## src/sv/battery_pack_monitor_macros.svh

```systemverilog
// Assertion macros shared by the battery pack monitor RTL
`ifndef BATTERY_PACK_MONITOR_MACROS_SVH
`define BATTERY_PACK_MONITOR_MACROS_SVH

// Same-cycle implication, checked outside reset
`define BPM_ASSERT_NOW(lbl, ante, cons, msg) \
    lbl: assert property (@(posedge i_clk) disable iff (!i_rst_n) \
        (ante) |-> (cons)) else $error(msg);

// Next-cycle implication, checked outside reset
`define BPM_ASSERT_NEXT(lbl, ante, cons, msg) \
    lbl: assert property (@(posedge i_clk) disable iff (!i_rst_n) \
        (ante) |=> (cons)) else $error(msg);

`endif

```

## src/sv/bpm_pkg.sv

```systemverilog
// Types, constants and filter arithmetic for the battery pack monitor
package bpm_pkg;

    localparam int unsigned CFG_IDX_W  = 3;
    localparam int unsigned CFG_DATA_W = 32;
    localparam int unsigned IN_DATA_W  = 56;
    localparam int unsigned OUT_DATA_W = 72;
    localparam int unsigned SUM_W      = 24;

    typedef enum logic [CFG_IDX_W-1:0] {
        CFG_CELL_LOW_LIMIT = 3'd0,
        CFG_PACK_LOW_LIMIT = 3'd1,
        CFG_BEAT_LIMIT     = 3'd2,
        CFG_VOLTAGE_ALPHA  = 3'd3,
        CFG_TEMP_ALPHA     = 3'd4
    } t_cfg_idx;

    localparam logic [15:0]      VOLT_MIN_INIT = 16'hFFFF;
    localparam logic [15:0]      TEMP_MAX_INIT = 16'h8000;
    localparam logic [SUM_W-1:0] SUM_MAX       = {SUM_W{1'b1}};
    localparam logic [31:0]      BEAT_LIMIT_INIT = 32'hFFFF_FFFF;

    typedef struct packed {
        logic [15:0] frame_max_temp;
        logic [15:0] frame_min_volt_mv;
        logic [15:0] filt_max_temp;
        logic [15:0] filt_min_volt_mv;
        logic        volts_ok;
        logic        beat_ok;
        logic        ams_ok;
    } t_result;

    // Q0.16 blend old*a + fresh*(1-a), rounded half up; one 17x17 multiply
    function automatic logic [15:0] blend_q16(input logic [15:0] old_v,
                                              input logic [15:0] fresh_v,
                                              input logic [15:0] alpha);
        logic signed [16:0] diff;
        logic signed [33:0] prod;
        logic signed [33:0] acc;
        diff = $signed({1'b0, old_v}) - $signed({1'b0, fresh_v});
        prod = diff * $signed({1'b0, alpha});
        acc  = prod + $signed({2'b00, fresh_v, 16'h0000}) + 34'sd32768;
        return acc[31:16];
    endfunction

endpackage

```

## src/sv/battery_pack_monitor.sv

```systemverilog
// Battery pack monitor: per-frame cell voltage/temperature checks and filters
//
// Slave stream: one cell sample per beat. tuser is the kind (0 voltage,
// 1 temperature), tdata holds the sample and the frame timestamp, tlast
// closes the frame. Master stream: one result beat per closed frame.
// Config channel: register index and data, always ready, write only while idle.
// Each sample is folded into the running frame state in the cycle it is
// accepted; at a tlast beat the two EMA filters (one 17x17 multiply each)
// and the heartbeat check are evaluated in that same cycle, and the result
// is registered in the result register, or in the skid register while a result waits.
// Throughput: one sample per cycle while s_axis_tready is high. The result register is backed by a
// skid register, so the slave side stays ready while one result waits;
// it deasserts only once both are full and the receiver is still stalled.
// Reset: frame state cleared, filters and last timestamp zero, beat limit
// all ones, other limits and alphas zero, no result pending.
module battery_pack_monitor (
    input  logic                          i_clk,
    input  logic                          i_rst_n,
    input  logic                          s_axis_tvalid,
    output logic                          s_axis_tready,
    // [16:0] sample_value, [48:17] time_us, [55:49] zero
    input  logic [bpm_pkg::IN_DATA_W-1:0] s_axis_tdata,
    // [0] mode
    input  logic                          s_axis_tuser,
    input  logic                          s_axis_tlast,
    output logic                          m_axis_tvalid,
    input  logic                          m_axis_tready,
    // [0] ams_ok, [1] beat_ok, [2] volts_ok, [18:3] filt_min_volt_mv,
    // [34:19] filt_max_temp, [50:35] frame_min_volt_mv,
    // [66:51] frame_max_temp, [71:67] zero
    output logic [bpm_pkg::OUT_DATA_W-1:0] m_axis_tdata,
    input  logic                          i_cfg_valid,
    output logic                          o_cfg_ready,
    input  logic [bpm_pkg::CFG_IDX_W-1:0] i_cfg_index,
    input  logic [bpm_pkg::CFG_DATA_W-1:0] i_cfg_data
);
    import bpm_pkg::*;
    `include "battery_pack_monitor_macros.svh"

    logic [15:0]      r_cell_low_limit;
    logic [SUM_W-1:0] r_pack_low_limit;
    logic [31:0]      r_beat_limit;
    logic [15:0]      r_volt_alpha;
    logic [15:0]      r_temp_alpha;

    logic [15:0]      r_min_volt, n_min_volt;
    logic [15:0]      r_max_temp, n_max_temp;
    logic [SUM_W-1:0] r_volt_sum, n_volt_sum;
    logic             r_cell_low, n_cell_low;
    logic             r_saw_volt, n_saw_volt;
    logic             r_saw_temp, n_saw_temp;
    logic [15:0]      r_filt_volt, n_filt_volt;
    logic [15:0]      r_filt_temp, n_filt_temp;
    logic [31:0]      r_last_time;

    logic             r_out_v, r_skid_v;
    t_result          r_out, r_skid, n_res;

    logic             in_beat, out_beat, frame_end;
    logic signed [16:0] sample;
    logic [31:0]      time_us;
    logic [15:0]      volt_v;
    logic [16:0]      temp_t;
    logic [SUM_W:0]   sum_ext;
    logic [31:0]      gap;
    logic             beat_ok, volts_ok;

    assign s_axis_tready = !r_skid_v;
    assign o_cfg_ready   = 1'b1;
    assign in_beat       = s_axis_tvalid && s_axis_tready;
    assign out_beat      = r_out_v && m_axis_tready;
    assign frame_end     = in_beat && s_axis_tlast;
    assign m_axis_tvalid = r_out_v;
    assign m_axis_tdata  = {{(OUT_DATA_W - $bits(t_result)){1'b0}}, r_out};

    assign sample  = $signed(s_axis_tdata[16:0]);
    assign time_us = s_axis_tdata[48:17];

    // sample folding into the running frame state
    always_comb begin
        volt_v = sample[16] ? 16'h0000 : sample[15:0];
        temp_t = (!sample[16] && sample[15]) ? 17'h07FFF : sample;
        sum_ext = {1'b0, r_volt_sum} + {{(SUM_W - 15){1'b0}}, volt_v};

        n_min_volt = r_min_volt;
        n_max_temp = r_max_temp;
        n_volt_sum = r_volt_sum;
        n_cell_low = r_cell_low;
        n_saw_volt = r_saw_volt;
        n_saw_temp = r_saw_temp;
        if (!s_axis_tuser) begin
            if (volt_v < r_min_volt) begin
                n_min_volt = volt_v;
            end
            n_volt_sum = sum_ext[SUM_W] ? SUM_MAX : sum_ext[SUM_W-1:0];
            if (volt_v < r_cell_low_limit) begin
                n_cell_low = 1'b1;
            end
            n_saw_volt = 1'b1;
        end else begin
            if ($signed(temp_t) > $signed(r_max_temp)) begin
                n_max_temp = temp_t[15:0];
            end
            n_saw_temp = 1'b1;
        end
    end

    // frame close: filters, heartbeat and pack checks
    always_comb begin
        n_filt_volt = n_saw_volt ? blend_q16(r_filt_volt, n_min_volt, r_volt_alpha)
                                 : r_filt_volt;
        // temperature blended in offset binary: flipping the sign bit adds 32768
        n_filt_temp = n_saw_temp
                    ? (blend_q16({~r_filt_temp[15], r_filt_temp[14:0]},
                                 {~n_max_temp[15], n_max_temp[14:0]},
                                 r_temp_alpha) ^ 16'h8000)
                    : r_filt_temp;
        gap      = time_us - r_last_time;
        beat_ok  = gap <= r_beat_limit;
        volts_ok = !n_cell_low && (n_volt_sum >= r_pack_low_limit);

        n_res.ams_ok            = beat_ok && volts_ok;
        n_res.beat_ok           = beat_ok;
        n_res.volts_ok          = volts_ok;
        n_res.filt_min_volt_mv  = n_filt_volt;
        n_res.filt_max_temp     = n_filt_temp;
        n_res.frame_min_volt_mv = n_min_volt;
        n_res.frame_max_temp    = n_max_temp;
    end

    always_ff @(posedge i_clk) begin
        if (!i_rst_n) begin
            r_cell_low_limit <= '0;
            r_pack_low_limit <= '0;
            r_beat_limit     <= BEAT_LIMIT_INIT;
            r_volt_alpha     <= '0;
            r_temp_alpha     <= '0;
        end else if (i_cfg_valid) begin
            case (i_cfg_index)
                CFG_CELL_LOW_LIMIT: r_cell_low_limit <= i_cfg_data[15:0];
                CFG_PACK_LOW_LIMIT: r_pack_low_limit <= i_cfg_data[SUM_W-1:0];
                CFG_BEAT_LIMIT:     r_beat_limit     <= i_cfg_data;
                CFG_VOLTAGE_ALPHA:  r_volt_alpha     <= i_cfg_data[15:0];
                CFG_TEMP_ALPHA:     r_temp_alpha     <= i_cfg_data[15:0];
                default: ;
            endcase
        end
    end

    always_ff @(posedge i_clk) begin
        if (!i_rst_n) begin
            r_min_volt  <= VOLT_MIN_INIT;
            r_max_temp  <= TEMP_MAX_INIT;
            r_volt_sum  <= '0;
            r_cell_low  <= 1'b0;
            r_saw_volt  <= 1'b0;
            r_saw_temp  <= 1'b0;
            r_filt_volt <= '0;
            r_filt_temp <= '0;
            r_last_time <= '0;
        end else if (frame_end) begin
            r_min_volt  <= VOLT_MIN_INIT;
            r_max_temp  <= TEMP_MAX_INIT;
            r_volt_sum  <= '0;
            r_cell_low  <= 1'b0;
            r_saw_volt  <= 1'b0;
            r_saw_temp  <= 1'b0;
            r_filt_volt <= n_filt_volt;
            r_filt_temp <= n_filt_temp;
            r_last_time <= time_us;
        end else if (in_beat) begin
            r_min_volt  <= n_min_volt;
            r_max_temp  <= n_max_temp;
            r_volt_sum  <= n_volt_sum;
            r_cell_low  <= n_cell_low;
            r_saw_volt  <= n_saw_volt;
            r_saw_temp  <= n_saw_temp;
        end
    end

    // result register with skid stage
    always_ff @(posedge i_clk) begin
        if (!i_rst_n) begin
            r_out_v  <= 1'b0;
            r_skid_v <= 1'b0;
        end else if (r_skid_v) begin
            if (out_beat) begin
                r_out_v  <= 1'b1;
                r_skid_v <= 1'b0;
            end
        end else if (!r_out_v || out_beat) begin
            r_out_v <= frame_end;
        end else if (frame_end) begin
            r_skid_v <= 1'b1;
        end
    end

    always_ff @(posedge i_clk) begin
        if (r_skid_v) begin
            if (out_beat) begin
                r_out <= r_skid;
            end
        end else if (!r_out_v || out_beat) begin
            if (frame_end) begin
                r_out <= n_res;
            end
        end else if (frame_end) begin
            r_skid <= n_res;
        end
    end

    `BPM_ASSERT_NOW(a_skid_implies_out, r_skid_v, r_out_v, "skid full with output empty")
    `BPM_ASSERT_NEXT(a_mid_frame_filters_hold, in_beat && !s_axis_tlast,
        $stable(r_filt_volt) && $stable(r_filt_temp), "filter moved mid-frame")
    `BPM_ASSERT_NEXT(a_frame_end_clears, frame_end,
        !r_saw_volt && !r_saw_temp && !r_cell_low && r_volt_sum == '0,
        "frame state not cleared at frame end")
    `BPM_ASSERT_NOW(a_result_from_last, $rose(r_out_v),
        $past(frame_end), "result without a closing beat")

endmodule

```

## config.mk

```make
export PLATFORM = sky130hd
export DESIGN_NAME = battery_pack_monitor
export DESIGN_NICKNAME = d
export VERILOG_FILES = /design/src/sv/bpm_pkg.sv /design/src/sv/battery_pack_monitor.sv
export VERILOG_INCLUDE_DIRS = /design/src /design/src/sv
export SDC_FILE = /design/constraint.sdc
export NUM_CORES = 2
export LEC_CHECK = 0
export BUFFER_PORTS_ARGS = -buffer_cell sky130_fd_sc_hd__buf_2
export CORE_ASPECT_RATIO = 1.75
export CORE_MARGIN = 2
export CORE_UTILIZATION = 39
export CTS_CLUSTER_SIZE = 10
export DETAILED_ROUTE_END_ITERATION = 8
export PLACE_DENSITY_LB_ADDON = 0.15
export SYNTH_ARGS = -nofsm -noshare
export SYNTH_HDL_FRONTEND = slang
export SYNTH_SLANG_ARGS = --single-unit
```

## constraint.sdc

```tcl
create_clock -name i_clk -period 15.4 [get_ports i_clk]
set_input_delay 4.62 -clock i_clk [delete_from_list [all_inputs] [get_ports i_clk]]
set_output_delay 4.62 -clock i_clk [all_outputs]
set_load 0.05 [all_outputs]
```

==> summary.txt <==
Power and ir drop
  • Clock group share of total power: between 20 and 25%
  • Comb power frac: 53.7%
  • Flop pwr share: ~24%
  • Total power: ~4.7 mW
  • Power Dens Cells: 94.3 nW/um2
  • Int Power: approximately 2.8 mW
  • Net load switching power: 1.93 mW
  • Worst ir drop on vdd: 84.2 uV
  • Leakage power: between 20 and 25 nW
  • Sw frac: 40.9%

Detailed routing
  • Vias per cell: 5.09
  • DRT iter0 DRCs: 1704
  • DR DRC count: 0
  • Wirelength per Cell: 20.8 um
  • DR pass1 iterations: 5
  • DR vias: 33500
  • Final ANT Viol Nets: 0
  • Detailed Route WL: approximately 140 mm

GRT
  • Grt ovf: 0
  • GRT Util Overall: between 20% and 30%
  • Antenna violations before repair: 7
  • First-pass GRT wire length: a little over 200 mm
  • Largest net degree at the start of global routing: 75
  • Number of global-route vias before repair: 35600

Critical path
  • CP max stage cell: fa_1
  • Crit path max fanout: 6
  • Worst setup EP type: flip-flop
  • Worst stage delay on the critical path: 0.61 ns
  • Worst Setup Start Kind: primary input
  • Worst EP arrival: 15.58 ns
  • Crit path kind: primary input to flip-flop
  • CP most frequent cell: buf_4
  • Slack of the worst reg-to-reg path: between 4 and 5 ns
  • Critical path required time: 15.77 ns

Synthesis
  • Synth top area share: a little over a quarter
  • Average cell area after synthesis: ~9 um2
  • Post-Syn Area: 42200 um2
  • EDFF count, synth: 134
  • Dominant cell type by area after synthesis: fa_1
  • Cells after Synth: 4688
  • Post-synth ARST share: 0%
  • Post-synthesis sequential area ratio: 20.4%
  • Synth unique cells: 91
  • Ys Warns: 0
  • Area contributors post-synth: fa_1 27%, dfxtp_1 11%, ha_1 11%
  • Top_reg_cell synth: dfxtp_1
  • Seq cells post-synth: 363

Status
  • Status: completed

Clocking
  • Clk buf depth: 3
  • TritonCTS clock tree: yes
  • Num CTS Buffers: 46
  • Clock sinks: 363
  • H-Tree Depth: 2
  • Worst skew pair latency: roughly 0.63 ns
  • Root Driver: clkbuf_16
  • Hold Buf Count CTS: 0
  • Clock transition at path regs: ~0.060 ns

Hold path
  • Tightest Hold Check Type: flip-flop to flip-flop

Timing
  • Tcrit/Tclk final: between 90% and 100%
  • Final WS setup: 0.190 ns
  • Final-report max-slew violation count: 0
  • Measured slew at the worst slew-check pin: 1.18 ns
  • Final setup vio count: 0
  • Fmax: around 0.066 GHz
  • Worst clock skew: approximately 0.07 ns
  • Min cycle time layout: 15.21 ns
  • RSZ-0062 raised after global routing: true
  • Worst slew margin: 21.1%
  • Final Hold Viols: 0
  • Setup_tns: 0 ns

Run
  • Max_cap viols: 0

Die
  • Core area: 107000 um2
  • Full die area: 111000 um2
  • Starting Density: about two fifths
  • Die Width: 253 um
  • Die Ht: 439 um
  • Rows: roughly 160
  • IO Pins: 173

Placed design
  • Routability cong.: approximately 0.91
  • Dpl ws: -1.57 ns
  • DP Area: 47500 um2
  • Dpl cells: 6460
  • Number of I/O port buffers: 159
  • Post-DP HPWL: 113 mm

Final layout
  • Layout Cells excl Fill: ~6600
  • Ratio of cells with drive above 1 in the final layout: 18.9%
  • Post-layout instance area: 50100 um2
  • Area Overhead vs Synth: 18.9%
  • Nets: 6215
  • FILL cells: 10500
[logic make-up (layout without fill, tap and decap cells)]
logic type | Yosys count | after routing | share of synthesized area [%]
adder cells (fa/ha/maj) | 944 | 944 | 38.3
XOR/XNOR | 130 | 130 | 2.72
buffers and inverters | 1130 | 1648 | 10.2
other | 2 | 7 | 0.0178
multiplexers | 74 | 74 | 1.93
AND/OR/NAND/NOR | 1358 | 1358 | 15.2
flip-flops | 363 | 363 | 20.4
AO/OA/AOI/OAI | 687 | 687 | 11.3
[final timing paths]
| kind | cells after the start | endpoint | from |
|---|---|---|---|
| max | 53 | m_axis_tdata[15] | s_axis_tdata[16] |
| min | 2 | r_last_time[13] | r_last_time[13] |
| max reg2reg | 52 | m_axis_tdata[15] | r_min_volt[1] |
| min reg2reg | 2 | r_last_time[13] | r_last_time[13] |
[power by group through the flow]
stage	logic, mW	clock network [mW]	registers [mW]
final	2.54	1.05	1.14
after floorplan	1.23	0	1.21
after detailed placement	2.37	0	1.16
after CTS	2.48	1.07	1.14
after global routing	2.77	1.10	1.15
after global placement	2.36	0	1.16
[sequential cells by signal (all words and copies together), names as in the netlist, 24 cells and up]
signal            flops
r_beat_limit         32
m_axis_tdata         67
r_volt_sum           24
r_pack_low_limit     24
r_last_time          32
r_skid               67
[cells in the mapped netlist (41+ instances only)]
master	number
o211ai_1	57
nor2_1	206
o21ai_0	121
a21boi_0	128
edfxtp_1	134
clkbuf_1	184
inv_1	916
and2_1	220
fa_1	579
mux2_2	56
nand2_1	615
xnor2_1	97
ha_1	360
a21o_1	53
dfxtp_1	229
nor2b_1	66
a21oi_1	135
nand3_1	41
[layout by cell type (no fill, tap or decap), drive strengths merged, types with 36 or more instances in the layout]
| cell type | count |
|---|---|
| inv | 918 |
| buf | 648 |
| nand2 | 616 |
| fa | 579 |
| ha | 360 |
| dfxtp | 229 |
| and2 | 220 |
| nor2 | 206 |
| a21oi | 139 |
| edfxtp | 134 |
| a21boi | 133 |
| o21ai | 123 |
| xnor2 | 97 |
| clkbuf | 68 |
| nor2b | 66 |
| o211ai | 57 |
| mux2 | 56 |
| a21o | 53 |
| nand3 | 42 |
| nand2b | 39 |
| nor3 | 39 |
| o21a | 36 |
[worst max-delay path, delay by kind of cell]
family                     cells  cell delay [ns]
xor gates and xnor gates       2             0.26
muxes                          2             0.51
AOI/OAI and AO/OA             17             2.91
and+or+nand+nor                6             1.01
buffers and inverters         17             2.22
adders and majority gates      9             4.00
[per-layer routing]
layer	track usage, %	part of all wire (%)
met2	49.1	56
met4	12.8	5.9
met5	0	0.020
met3	1.94	2.9
met1	25.9	36
[area by class of cell]
class                   instances  area (um2)  share of cell area [%]
repair buffers                649        4670                    9.31
clock buffers                  67        1270                    2.53
inverters                     919        3450                    6.88
well taps                    1368        1710                    3.41
multi-input cells            3199       30300                    60.4
diodes                          1        2.50                 0.00499
flip-flops and latches        363        8610                    17.2
clock inverters                13         130                   0.259
[stage by stage]
step,hold WS [ns],util (%)
floorplan,0.436,-
global placement,0.447,44.3
detailed placement,0.457,44.3
CTS,0.465,46.1
global route,0.476,46.8
finish,0.463,46.8
[timing repair]
| action | in CTS | in global routing |
|---|---|---|
| cloned | 0 | 1 |
| setup endpoints to repair | 73 | 57 |
| hold endpoints to repair | 0 | 0 |
| pin swaps | 46 | 84 |
| resized for setup | 85 | 110 |
| buffers inserted | 20 | 25 |
Note: power is estimated with default switching activity, not from simulation.
